File: src/sv/assert_macros.svh
// Assertion helpers shared by the RTL files.
`ifndef ASSERT_MACROS_SVH
`define ASSERT_MACROS_SVH

// Checked on every rising clk edge outside reset.
`define AMGR_ASSERT(name, prop, msg) \
    name: assert property (@(posedge clk) disable iff (!rst_n) prop) else $error(msg);

// Checked on every rising clk edge, reset included.
`define AMGR_ASSERT_ALWAYS(name, prop, msg) \
    name: assert property (@(posedge clk) prop) else $error(msg);

`endif

File: src/sv/amgr_pkg.sv
`timescale 1ns / 1ps
`default_nettype none

package amgr_pkg;

    localparam int MAX_ALTS  = 4;
    localparam int SLOTS_MAX = 4;
    localparam int NUM_LANES = (MAX_ALTS < SLOTS_MAX) ? MAX_ALTS : SLOTS_MAX;

    localparam int BASE_W = 8;
    localparam int IDX_W  = 3;
    localparam int GT_W   = 2;

    localparam int S_TDATA_W = 72;
    localparam int M_TDATA_W = 16;

    // s_tdata field offsets
    localparam int OFS_REF_BASE   = 0;
    localparam int OFS_REF_SINGLE = 8;
    localparam int OFS_ALT_BASES  = 9;
    localparam int OFS_ALT_MASK   = 41;
    localparam int OFS_EXP_REF    = 45;
    localparam int OFS_EXP_ALT    = 53;
    localparam int OFS_GT_CHAR    = 61;
    localparam int S_USED_W       = 69;

    localparam logic [BASE_W-1:0] BASE_A    = 8'h41;
    localparam logic [BASE_W-1:0] BASE_C    = 8'h43;
    localparam logic [BASE_W-1:0] BASE_G    = 8'h47;
    localparam logic [BASE_W-1:0] BASE_T    = 8'h54;
    localparam logic [BASE_W-1:0] CHAR_ZERO = 8'h30;

    localparam logic CMD_VARIANT = 1'b0;
    localparam logic CMD_SAMPLE  = 1'b1;

    localparam logic [GT_W-1:0] GT_REF     = 2'd0;
    localparam logic [GT_W-1:0] GT_ALT     = 2'd1;
    localparam logic [GT_W-1:0] GT_MISSING = 2'd3;

    typedef struct packed {
        logic hit_ref;
        logic hit_alt;
        logic hit_ref_flip;
        logic hit_alt_flip;
        logic acgt;
    } amgr_lane_flags_t;

    typedef struct packed {
        logic             usable;
        logic [IDX_W-1:0] ref_idx;
        logic [IDX_W-1:0] alt_idx;
    } amgr_match_t;

    typedef struct packed {
        logic             kind;
        logic [GT_W-1:0]  gcode;
        logic             usable;
        logic [IDX_W-1:0] alt_idx;
        logic [IDX_W-1:0] ref_idx;
    } amgr_result_t;

    function automatic logic [BASE_W-1:0] complement_base(input logic [BASE_W-1:0] b);
        logic [BASE_W-1:0] r;
        case (b)
            BASE_A:  r = BASE_T;
            BASE_T:  r = BASE_A;
            BASE_C:  r = BASE_G;
            BASE_G:  r = BASE_C;
            default: r = b;
        endcase
        return r;
    endfunction

    function automatic logic is_acgt(input logic [BASE_W-1:0] b);
        return (b == BASE_A) || (b == BASE_C) || (b == BASE_G) || (b == BASE_T);
    endfunction

endpackage

`default_nettype wire

File: src/sv/amgr_lane.sv
`timescale 1ns / 1ps
`default_nettype none

module amgr_lane
    import amgr_pkg::*;
(
    input  wire logic [BASE_W-1:0] alt_base,
    input  wire logic              alt_single,
    input  wire logic [BASE_W-1:0] expected_ref,
    input  wire logic [BASE_W-1:0] expected_alt,
    output amgr_lane_flags_t       flags
);

    logic [BASE_W-1:0] alt_flip;

    assign alt_flip = complement_base(alt_base);

    // a slot without its single-char mask bit never matches
    always_comb
    begin
        flags.hit_ref      = alt_single && (alt_base == expected_ref);
        flags.hit_alt      = alt_single && (alt_base == expected_alt);
        flags.hit_ref_flip = alt_single && (alt_flip == expected_ref);
        flags.hit_alt_flip = alt_single && (alt_flip == expected_alt);
        flags.acgt         = alt_single && is_acgt(alt_base);
    end

endmodule

`default_nettype wire

File: src/sv/amgr_merge.sv
`timescale 1ns / 1ps
`default_nettype none

module amgr_merge
    import amgr_pkg::*;
(
    input  wire logic              prophage_mode,
    input  wire logic [BASE_W-1:0] ref_base,
    input  wire logic              ref_is_single,
    input  wire logic [BASE_W-1:0] expected_ref,
    input  wire logic [BASE_W-1:0] expected_alt,
    input  wire amgr_lane_flags_t  lane_flags [NUM_LANES],
    output amgr_match_t            match
);

    logic [BASE_W-1:0] ref_flip;
    logic              flip;

    assign ref_flip = complement_base(ref_base);
    assign flip     = (ref_flip == expected_ref) || (ref_flip == expected_alt);

    // slots are scanned in order; the first hit on a still open allele wins
    always_comb
    begin
        logic             r_found;
        logic             a_found;
        logic [IDX_W-1:0] r_idx;
        logic [IDX_W-1:0] a_idx;
        logic             hr;
        logic             ha;

        r_found = 1'b0;
        a_found = 1'b0;
        r_idx   = '0;
        a_idx   = '0;
        hr      = 1'b0;
        ha      = 1'b0;

        if (ref_is_single)
        begin
            if (prophage_mode)
            begin
                if (ref_base == expected_ref)
                begin
                    r_found = 1'b1;
                    for (int k = 0; k < NUM_LANES; k++)
                    begin
                        if (!a_found && lane_flags[k].acgt)
                        begin
                            a_found = 1'b1;
                            a_idx   = IDX_W'(k + 1);
                        end
                    end
                end
            end
            else
            begin
                if ((ref_base == expected_ref) || (ref_flip == expected_ref))
                    r_found = 1'b1;
                else if ((ref_base == expected_alt) || (ref_flip == expected_alt))
                    a_found = 1'b1;

                if (r_found || a_found)
                begin
                    for (int k = 0; k < NUM_LANES; k++)
                    begin
                        hr = flip ? lane_flags[k].hit_ref_flip : lane_flags[k].hit_ref;
                        ha = flip ? lane_flags[k].hit_alt_flip : lane_flags[k].hit_alt;
                        if (hr && !r_found)
                        begin
                            r_found = 1'b1;
                            r_idx   = IDX_W'(k + 1);
                        end
                        else if (ha && !a_found)
                        begin
                            a_found = 1'b1;
                            a_idx   = IDX_W'(k + 1);
                        end
                    end
                end
            end
        end

        match.usable  = r_found && a_found;
        match.ref_idx = (r_found && a_found) ? r_idx : '0;
        match.alt_idx = (r_found && a_found) ? a_idx : '0;
    end

endmodule

`default_nettype wire

File: src/sv/amgr_out_buf.sv
`timescale 1ns / 1ps
`default_nettype none
`include "assert_macros.svh"

module amgr_out_buf
    import amgr_pkg::*;
(
    input  wire logic   clk,
    input  wire logic   rst_n,
    input  wire logic   in_fire,
    input  wire amgr_result_t in_result,
    output logic        in_ready,
    output logic        out_valid,
    output amgr_result_t out_result,
    input  wire logic   out_ready
);

    logic         out_valid_reg, out_valid_next;
    logic         skid_valid_reg, skid_valid_next;
    amgr_result_t out_data_reg, out_data_next;
    amgr_result_t skid_data_reg, skid_data_next;

    assign in_ready   = !skid_valid_reg;
    assign out_valid  = out_valid_reg;
    assign out_result = out_data_reg;

    always_comb
    begin
        out_valid_next  = out_valid_reg;
        skid_valid_next = skid_valid_reg;
        out_data_next   = out_data_reg;
        skid_data_next  = skid_data_reg;

        if (!out_valid_reg || out_ready)
        begin
            out_valid_next  = skid_valid_reg || in_fire;
            out_data_next   = skid_valid_reg ? skid_data_reg : in_result;
            skid_valid_next = 1'b0;
        end
        else if (in_fire)
        begin
            skid_valid_next = 1'b1;
            skid_data_next  = in_result;
        end
    end

    always_ff @(posedge clk or negedge rst_n)
    begin
        if (!rst_n)
        begin
            out_valid_reg  <= 1'b0;
            skid_valid_reg <= 1'b0;
        end
        else
        begin
            out_valid_reg  <= out_valid_next;
            skid_valid_reg <= skid_valid_next;
        end
    end

    always_ff @(posedge clk)
    begin
        out_data_reg  <= out_data_next;
        skid_data_reg <= skid_data_next;
    end

    `AMGR_ASSERT(a_skid_needs_out, skid_valid_reg |-> out_valid_reg,
        "skid item without output item")
    `AMGR_ASSERT(a_stall_fills_skid, (in_fire && out_valid_reg && !out_ready) |=> skid_valid_reg,
        "stalled item lost")
    `AMGR_ASSERT(a_drain_skid, (skid_valid_reg && out_ready) |=> (!skid_valid_reg && out_valid_reg),
        "skid not moved to output")

endmodule

`default_nettype wire

File: src/sv/allele_match_genotype_recoder_top.sv
// A two-entry output buffer registers results and keeps s_tready registered.
// Throughput: one item per cycle unless m_* stalls; lane compares, merge and
// genotype coding are combinational.
// Reset (rst_n low, async): output buffer empty, held indices 0, no usable
// variant, prophage_mode 0.
`timescale 1ns / 1ps
`default_nettype none
`include "assert_macros.svh"

module allele_match_genotype_recoder_top
    import amgr_pkg::*;
(
    input  wire logic                 clk,
    input  wire logic                 rst_n,
    input  wire logic                 cfg_we,
    input  wire logic                 cfg_wdata,
    input  wire logic                 s_tvalid,
    output logic                      s_tready,
    // ref_base, ref_is_single, alt_bases, alt_single_mask, expected_ref,
    // expected_alt, genotype_char, zero pad
    input  wire logic [S_TDATA_W-1:0] s_tdata,
    // command
    input  wire logic                 s_tuser,
    output logic                      m_tvalid,
    input  wire logic                 m_tready,
    // ref_allele_index, alt_allele_index, usable, genotype_code, zero pad
    output logic [M_TDATA_W-1:0]      m_tdata,
    // result_kind
    output logic                      m_tuser
);

    logic                prophage_mode_reg;
    logic                held_usable_reg, held_usable_next;
    logic [IDX_W-1:0]    held_ref_reg, held_ref_next;
    logic [IDX_W-1:0]    held_alt_reg, held_alt_next;

    logic                in_fire;
    logic [BASE_W-1:0]   ref_base;
    logic                ref_is_single;
    logic [BASE_W*SLOTS_MAX-1:0] alt_bases;
    logic [SLOTS_MAX-1:0] alt_single_mask;
    logic [BASE_W-1:0]   expected_ref;
    logic [BASE_W-1:0]   expected_alt;
    logic [BASE_W-1:0]   genotype_char;
    logic [BASE_W-1:0]   gt_num;
    logic [GT_W-1:0]     gcode;

    amgr_lane_flags_t    lane_flags [NUM_LANES];
    amgr_match_t         match;
    amgr_result_t        result;
    amgr_result_t        out_result;

    assign ref_base        = s_tdata[OFS_REF_BASE +: BASE_W];
    assign ref_is_single   = s_tdata[OFS_REF_SINGLE];
    assign alt_bases       = s_tdata[OFS_ALT_BASES +: BASE_W*SLOTS_MAX];
    assign alt_single_mask = s_tdata[OFS_ALT_MASK +: SLOTS_MAX];
    assign expected_ref    = s_tdata[OFS_EXP_REF +: BASE_W];
    assign expected_alt    = s_tdata[OFS_EXP_ALT +: BASE_W];
    assign genotype_char   = s_tdata[OFS_GT_CHAR +: BASE_W];

    assign in_fire = s_tvalid && s_tready;

    for (genvar k = 0; k < NUM_LANES; k++)
    begin : g_lane
        amgr_lane u_lane (
            .alt_base     (alt_bases[k*BASE_W +: BASE_W]),
            .alt_single   (alt_single_mask[k]),
            .expected_ref (expected_ref),
            .expected_alt (expected_alt),
            .flags        (lane_flags[k])
        );
    end

    amgr_merge u_merge (
        .prophage_mode (prophage_mode_reg),
        .ref_base      (ref_base),
        .ref_is_single (ref_is_single),
        .expected_ref  (expected_ref),
        .expected_alt  (expected_alt),
        .lane_flags    (lane_flags),
        .match         (match)
    );

    assign gt_num = genotype_char - CHAR_ZERO;

    always_comb
    begin
        if (!held_usable_reg || (genotype_char < CHAR_ZERO))
            gcode = GT_MISSING;
        else if (gt_num == {{(BASE_W-IDX_W){1'b0}}, held_alt_reg})
            gcode = GT_ALT;
        else if (gt_num == {{(BASE_W-IDX_W){1'b0}}, held_ref_reg})
            gcode = GT_REF;
        else
            gcode = GT_MISSING;
    end

    always_comb
    begin
        held_usable_next = held_usable_reg;
        held_ref_next    = held_ref_reg;
        held_alt_next    = held_alt_reg;
        if (in_fire && (s_tuser == CMD_VARIANT))
        begin
            held_usable_next = match.usable;
            held_ref_next    = match.ref_idx;
            held_alt_next    = match.alt_idx;
        end
    end

    always_comb
    begin
        result.kind    = s_tuser;
        result.usable  = held_usable_next;
        result.ref_idx = held_ref_next;
        result.alt_idx = held_alt_next;
        result.gcode   = (s_tuser == CMD_SAMPLE) ? gcode : GT_REF;
    end

    always_ff @(posedge clk or negedge rst_n)
    begin
        if (!rst_n)
        begin
            prophage_mode_reg <= 1'b0;
            held_usable_reg   <= 1'b0;
            held_ref_reg      <= '0;
            held_alt_reg      <= '0;
        end
        else
        begin
            if (cfg_we)
                prophage_mode_reg <= cfg_wdata;
            held_usable_reg <= held_usable_next;
            held_ref_reg    <= held_ref_next;
            held_alt_reg    <= held_alt_next;
        end
    end

    amgr_out_buf u_out_buf (
        .clk        (clk),
        .rst_n      (rst_n),
        .in_fire    (in_fire),
        .in_result  (result),
        .in_ready   (s_tready),
        .out_valid  (m_tvalid),
        .out_result (out_result),
        .out_ready  (m_tready)
    );

    assign m_tuser = out_result.kind;
    assign m_tdata = {{(M_TDATA_W - 2*IDX_W - 1 - GT_W){1'b0}}, out_result.gcode,
                      out_result.usable, out_result.alt_idx, out_result.ref_idx};

    `AMGR_ASSERT_ALWAYS(a_unusable_zero_idx, !held_usable_reg |-> (held_ref_reg == '0 && held_alt_reg == '0), "indices set without usable variant")
    `AMGR_ASSERT(a_usable_distinct, held_usable_reg |-> (held_ref_reg != held_alt_reg), "ref and alt share an allele index")
    `AMGR_ASSERT(a_sample_keeps_held, (in_fire && s_tuser == CMD_SAMPLE) |=> $stable(held_usable_reg) && $stable(held_ref_reg) && $stable(held_alt_reg), "sample item changed held variant")

endmodule

`default_nettype wire

File: config.mk
export PLATFORM = sky130hd
export DESIGN_NAME = allele_match_genotype_recoder_top
export DESIGN_NICKNAME = d
export VERILOG_FILES = /design/src/sv/amgr_pkg.sv /design/src/sv/amgr_lane.sv /design/src/sv/amgr_merge.sv /design/src/sv/amgr_out_buf.sv /design/src/sv/allele_match_genotype_recoder_top.sv
export VERILOG_INCLUDE_DIRS = /design/src /design/src/sv
export SDC_FILE = /design/constraint.sdc
export NUM_CORES = 1
export LEC_CHECK = 0
export BUFFER_PORTS_ARGS = -buffer_cell sky130_fd_sc_hd__buf_2
export CAP_MARGIN = 25
export CORE_ASPECT_RATIO = 0.75
export CORE_MARGIN = 5
export CORE_UTILIZATION = 36
export DETAILED_ROUTE_END_ITERATION = 10
export SETUP_SLACK_MARGIN = 0.4
export SLEW_MARGIN = 25
export SYNTH_ARGS = -nofsm -noshare
export SYNTH_HDL_FRONTEND = slang
export SYNTH_SLANG_ARGS = --single-unit
File: constraint.sdc
create_clock -name clk -period 5.6 [get_ports clk]
set_clock_uncertainty 0.05 [all_clocks]
set_input_delay 0.28 -clock clk [delete_from_list [all_inputs] [get_ports clk]]
set_output_delay 0.28 -clock clk [all_outputs]
set_load 0.02 [all_outputs]
Yosys cells after proc, flatten, opt, wreduce, memory -nomap -nowiden
Index checks and enable logic that the tools add are counted.
{"block": "word_totals", "register_bits": 30, "inputBits": 79, "out_inout_bits": 19, "word_cells": 237}
{"block": "classes", "n_addsub": 1, "n_lt_le_gt_ge": 1, "eq_ne": 42, "mux": 106, "bitwise": 2, "reduce_logical": 69}
{"operator": "8-bit by 7-bit equality test with 1-bit output, second input constant", "n": 20}
{"operator": "8-bit equality test", "n": 20}
{"operator": "8-bit case mux with 4 select lines", "n": 5}
{"operator": "1-bit 2-to-1 mux", "n": 72}
{"operator": "3-bit 2-to-1 mux", "n": 20}
{"operator": "1-bit logical AND", "n": 34}
{"operator": "1-bit logical OR", "n": 19}
{"operator": "8-bit by 3-bit equality test with 1-bit output", "n": 2}
{"operator": "2-bit 2-to-1 mux", "n": 8}
{"operator": "1-bit zero test", "n": 14}
{"operator": "10-bit 2-to-1 mux", "n": 1}
{"operator": "8-bit by 6-bit < comparator with 1-bit output, second input constant", "n": 1}
{"operator": "8-bit by 6-bit subtractor with 8-bit output, second input constant", "n": 1}
{"operator": "1-bit NOT", "n": 2}
{"operator": "2-bit AND reduction", "n": 1}
{"operator": "2-bit nonzero test", "n": 1}

Depth between registers and ports, before layout
{"block": "logic_depth", "word_depth": 40, "mapped_depth": 16, "depth_no_buf": 12}

Modules after synthesis
Synthesis repeated with hierarchy kept, for this count alone.
{"block": "unflattened", "hier_cells": 559, "area_unflattened_um2": 4579.4}
{"mod": "amgr_lane", "instances": 4, "cells_each": 83, "area_each_um2": 549.3, "seq_area_each_um2": 0.0}
{"mod": "amgr_merge", "instances": 1, "cells_each": 146, "area_each_um2": 1044.8, "seq_area_each_um2": 0.0}
{"mod": "amgr_out_buf", "instances": 1, "cells_each": 40, "area_each_um2": 833.3, "seq_area_each_um2": 650.6}
{"mod": "allele_match_genotype_recoder_top", "instances": 1, "cells_each": 41, "area_each_um2": 504.2, "seq_area_each_um2": 200.2}

Least setup slack after synthesis
No wires, ideal clock.
{"block": "synth_timing", "kind": "input -> register", "from": "input s_tdata[3]", "to": "register u_out_buf.skid_data_reg[4] (netlist name) (data pin)", "setup_time_ns": 0.279, "arrival_time_ns": 3.325, "t_required_ns": 5.271, "path_slack_ns": 1.946, "path_stages": 12, "path_buffers": 0, "cell_sequence": "nor4b_4 -> a21oi_1 -> o2bb2ai_1 -> nor4_2 -> o2bb2ai_2 -> a21boi_2 -> or3_4 -> a2111oi_4 -> or2b_1 -> o2111ai_2 -> o41ai_4 -> o21ai_1"}
{"block": "synth_between", "elab_chain_len": 39, "elab_cells_between_ends": 95, "classes_between": "8 x eq/ne; 66 x mux; 21 x reduce/logical"}
{"element": "start, declared", "line": "allele_match_genotype_recoder_top.sv:21", "rtl": "input wire logic [S_TDATA_W-1:0] s_tdata,"}
{"element": "8-bit by 7-bit equality test with 1-bit output", "line": "amgr_pkg.sv:64", "rtl": "case (b)"}
{"element": "8-bit case mux with 4 select lines", "line": "amgr_pkg.sv:64"}
{"element": "8-bit equality test", "line": "amgr_merge.sv:20, amgr_merge.sv:60"}
{"element": "1-bit logical OR", "line": "amgr_merge.sv:60", "rtl": "else if ((ref_base == expected_alt) || (ref_flip == expected_alt))"}
{"element": "1-bit 2-to-1 mux", "line": "amgr_merge.sv:60"}
{"element": "1-bit 2-to-1 mux", "line": "amgr_merge.sv:58", "rtl": "if ((ref_base == expected_ref) || (ref_flip == expected_ref))"}
{"element": "1-bit 2-to-1 mux", "line": "amgr_merge.sv:41", "rtl": "if (prophage_mode)"}
{"element": "1-bit 2-to-1 mux", "line": "amgr_merge.sv:39", "rtl": "if (ref_is_single)"}
{"element": "[... 24 more ...]"}
{"element": "1-bit 2-to-1 mux", "line": "amgr_merge.sv:69", "rtl": "if (hr && !r_found)"}
{"element": "1-bit 2-to-1 mux", "line": "amgr_merge.sv:63", "rtl": "if (r_found || a_found)"}
{"element": "1-bit 2-to-1 mux", "line": "amgr_merge.sv:41"}
{"element": "1-bit 2-to-1 mux", "line": "amgr_merge.sv:39"}
{"element": "1-bit logical AND", "line": "amgr_merge.sv:86", "rtl": "match.alt_idx = (r_found && a_found) ? a_idx : '0;"}
{"element": "3-bit 2-to-1 mux *", "line": "amgr_merge.sv:86"}
{"element": "3-bit 2-to-1 mux *", "line": "allele_match_genotype_recoder_top.sv:103", "rtl": "if (in_fire && (s_tuser == CMD_VARIANT))"}
{"element": "net held_alt_next[1]", "line": "allele_match_genotype_recoder_top.sv:35", "rtl": "logic [IDX_W-1:0] held_alt_reg, held_alt_next;"}
{"element": "end signal, assigned", "line": "amgr_out_buf.sv:64", "rtl": "skid_data_reg <= skid_data_next;"}
{"element": "end, declared", "line": "amgr_out_buf.sv:21", "rtl": "amgr_result_t skid_data_reg, skid_data_next;"}
Mark *: on every way through the listed nets, which the timed path passes. The rest lies on a longest branch. The select of a mux whose other input is x is not followed.
A chain may end at the register's enable or synchronous reset.

Worst setup path after layout
{"block": "layout_timing", "from": "input s_tdata[3]", "to": "register u_out_buf.skid_data_reg[5] (netlist name) (data pin)"}
The elaborated chain is that of the path after synthesis.

==> impl_metrics.toml <==
[layout]
n_antenna_cell = 0
fin_nets = 616
drive_gt1_share_pct = 24.3
stdcell_count = 674
synthToLayoutAreaGrowth_pct = 14.8
final_area_sq_um = 4420

[critical_path]
ff2ff_path_depth = 8
reg2reg_slack_ns = 2.78
path_max_fanout = 17
cp.required_ns = 5.53
timing.rr.end = "u_out_buf.out_result[4]"
critPathCaptureType = "register"
crit_type = "input port to register"
critPathSlowestCell = "o41ai_4"
crit_path_max_incr_delay_ns = 0.61
crit_chain = "buf_2 > nor4b_4 > mux2i_1 > a311o_1 > xnor2_2 > o2bb2ai_2 > buf_4 > a31oi_1 > o211ai_1 > a2111oi_4 > o21a_1 > a221o_1 > o41ai_4 > o21ai_1"
cp.arrival_ns = 4.19
start_kind = "input port"
crit_end = "u_out_buf.skid_data_reg[5]"
timing.rr.start = "u_out_buf.skid_valid_reg"
startpoint = "s_tdata[3]"

[sta]
finalCriticalPeriod_ns = 4.26
tns_ns = 0
slew_violations = 0
max_freq_mhz = 235
slew_headroom_pct = 31.7
tightest_slew_ns = 1.02
setup_viol = 0
hold_viol = 0
period_share_pct = 76.0
setup_ws_ns = 1.34
rsz0062_at_grt = "false"

[worst_hold_path]
whs_path_depth = 2
hold_class = "input port to register"

[pwr]
clockPowerShare_pct = 33.8
ir_drop_mv = 0.121
intPower_uw = 498
p_comb_share_pct = 30.9
power_density_nw_per_um2 = 163
power.leakage_uw = 0.00174
p_switching_uw = 224
pwr-share-seq_pct = 35.3
p_sw_share_pct = 31.0

[synthesis]
avgSynthCellArea_sq_um = 8.09
syn_area_sq_um = 3850
synth_edf_count = 20
synth_commonest_cells = "46 x xor2_1, 36 x nand2_1, 34 x nor2_1"
async_flop_share_pct = 33.3
ys_types = 82
yosysTopAreaCell = "edfxtp_1"
synth_seq_cells = 30
ys_seq_area_share_pct = 22.1
synthCells = 476
yosysTopAreaCellShare_pct = 15.6
post-synth-top-count-cell = "xor2_1"
synth_flop_cell = "edfxtp_1"
synthTopCellsByArea = "edfxtp_1 16%, xor2_1 10%, dfrtp_1 6.5%"
yosys_warnings = 0

[floorplanning]
die_h_um = 99.6
die-width_um = 129
num_io_pins = 98
dieArea_sq_um = 12900
row_count = 32
start_util_pct = 37.1
core_sq_um = 10400

[detailed_routing]
route.detailed.drc = 0
firstDrtPassIters = 5
via_per_inst = 5.65
routed_wl_um = 11300
final_antenna_net_count = 0
drt_iter0_markers = 345
vias = 3806
wl_per_cell_um = 16.7

[global_routing]
antenna_found_initial = 0
overflow = 0
grt_max_degree = 20
grt_pass1_wl_um = 18400
track_usage_pct = 17.4
grt_pass1_vias = 3632

[cts]
ctsRootBufferMaster = "clkbuf_16"
cts.sinks = 30
cts_buffer_depth = 2
path_clk_slew_ns = 0.05
post-cts-setup-buffers = 0
clkLatencyLatePin_ns = 0.27
htreeDepth = 2
numCtsBuffers = 5
tritoncts = "yes"

[place]
dp_slack_ns = 1.11
place_hpwl_um = 9050
postPlaceCellArea_sq_um = 4270
gp_congestion = 0.884
port_buffers = 87
dp.cells = 665

[outcome]
status = "complete, no violations"

[run]
drv_cap = 0
==> metal layers <==
metal	wire, um	part of all wire (%)	GRT usage, %	vias to the layer above
li1	-	-	-	1861
met1	5370	48	25.8	1775
met2	5020	45	26.3	162
met3	798	7.1	2.95	8
met4	84	0.75	3.99	0
met5	0	0	0	-
==> critical path, delay by kind of cell <==
| kind | cells | cell delay (ns) |
|---|---|---|
| compound gates | 9 | 2.63 |
| xor+xnor | 1 | 0.19 |
| buf+inv | 2 | 0.43 |
| mux | 1 | 0.15 |
| simple gates | 1 | 0.49 |
==> per-stage QoR <==
step	utilization, %	hold WS, ns	power (uW)
finish	42.6	0.173	723
global placement	41.2	0.115	475
floorplan	-	-0.0656	411
global route	42.6	0.179	763
detailed placement	41.2	0.116	480
CTS	42.6	0.168	728
==> area by class of cell <==
cell class,instances,area [sq um]
Sequential cell,30,851
Clock buffer,6,129
Clock inverter,2,8.76
Timing Repair Buffer,90,460
Inverter,19,71.3
Fill cell,1002,5950
Tap cell,136,170
Multi-Input combinational cell,391,2730
==> power groups by stage <==
stage          clock, uW  sequential, uW  combinational [uW]
5_1_grt              262             257                 244
6_report             244             255                 223
4_1_cts              250             255                 222
2_1_floorplan          0             267                 144
3_3_place_gp           0             259                 216
3_5_place_dp           0             259                 221
==> worst min path at each step <==
stage	slack [ns]	startpoint	to
floorplan	-0.07	rst_n	held_alt_reg[0]
global placement	0.12	rst_n	u_out_buf.skid_valid_reg
detailed placement	0.12	rst_n	u_out_buf.skid_valid_reg
CTS	0.17	cfg_we	prophage_mode_reg
global route	0.18	cfg_we	prophage_mode_reg
finish	0.17	cfg_we	prophage_mode_reg
==> logic make-up after synthesis <==
group           after synthesis  share of synthesized area [%]
mux                           6                           1.72
other cells                   1                         0.0974
simple gates                182                           26.2
buf+inv                      61                           7.57
fa+ha+maj                     1                          0.260
flops                        30                           22.1
xor+xnor                     70                           16.3
compound gates              125                           25.8
==> layout by cell type (no fill, tap or decap), types with 7 or more instances in the layout <==
master	n
buf_2	87
nand2_1	36
dfrtp_1	10
o21ai_0	11
a21oi_1	28
xnor2_1	22
o21ai_1	10
nand2b_1	14
nor2b_1	7
or3_1	7
conb_1	7
nand4_1	9
nor2_1	34
a31oi_1	7
xor2_1	46
inv_1	17
nor3_1	9
edfxtp_1	20
nor4_1	11
and3_1	8
nand3_1	19
==> timing repair <==
item | CTS | global route
hold buffers | 1 | 0
endpoints found under the hold margin | 10 | 0
gates resized for setup | 0 | 0
Power figures use the tool's default switching activity.
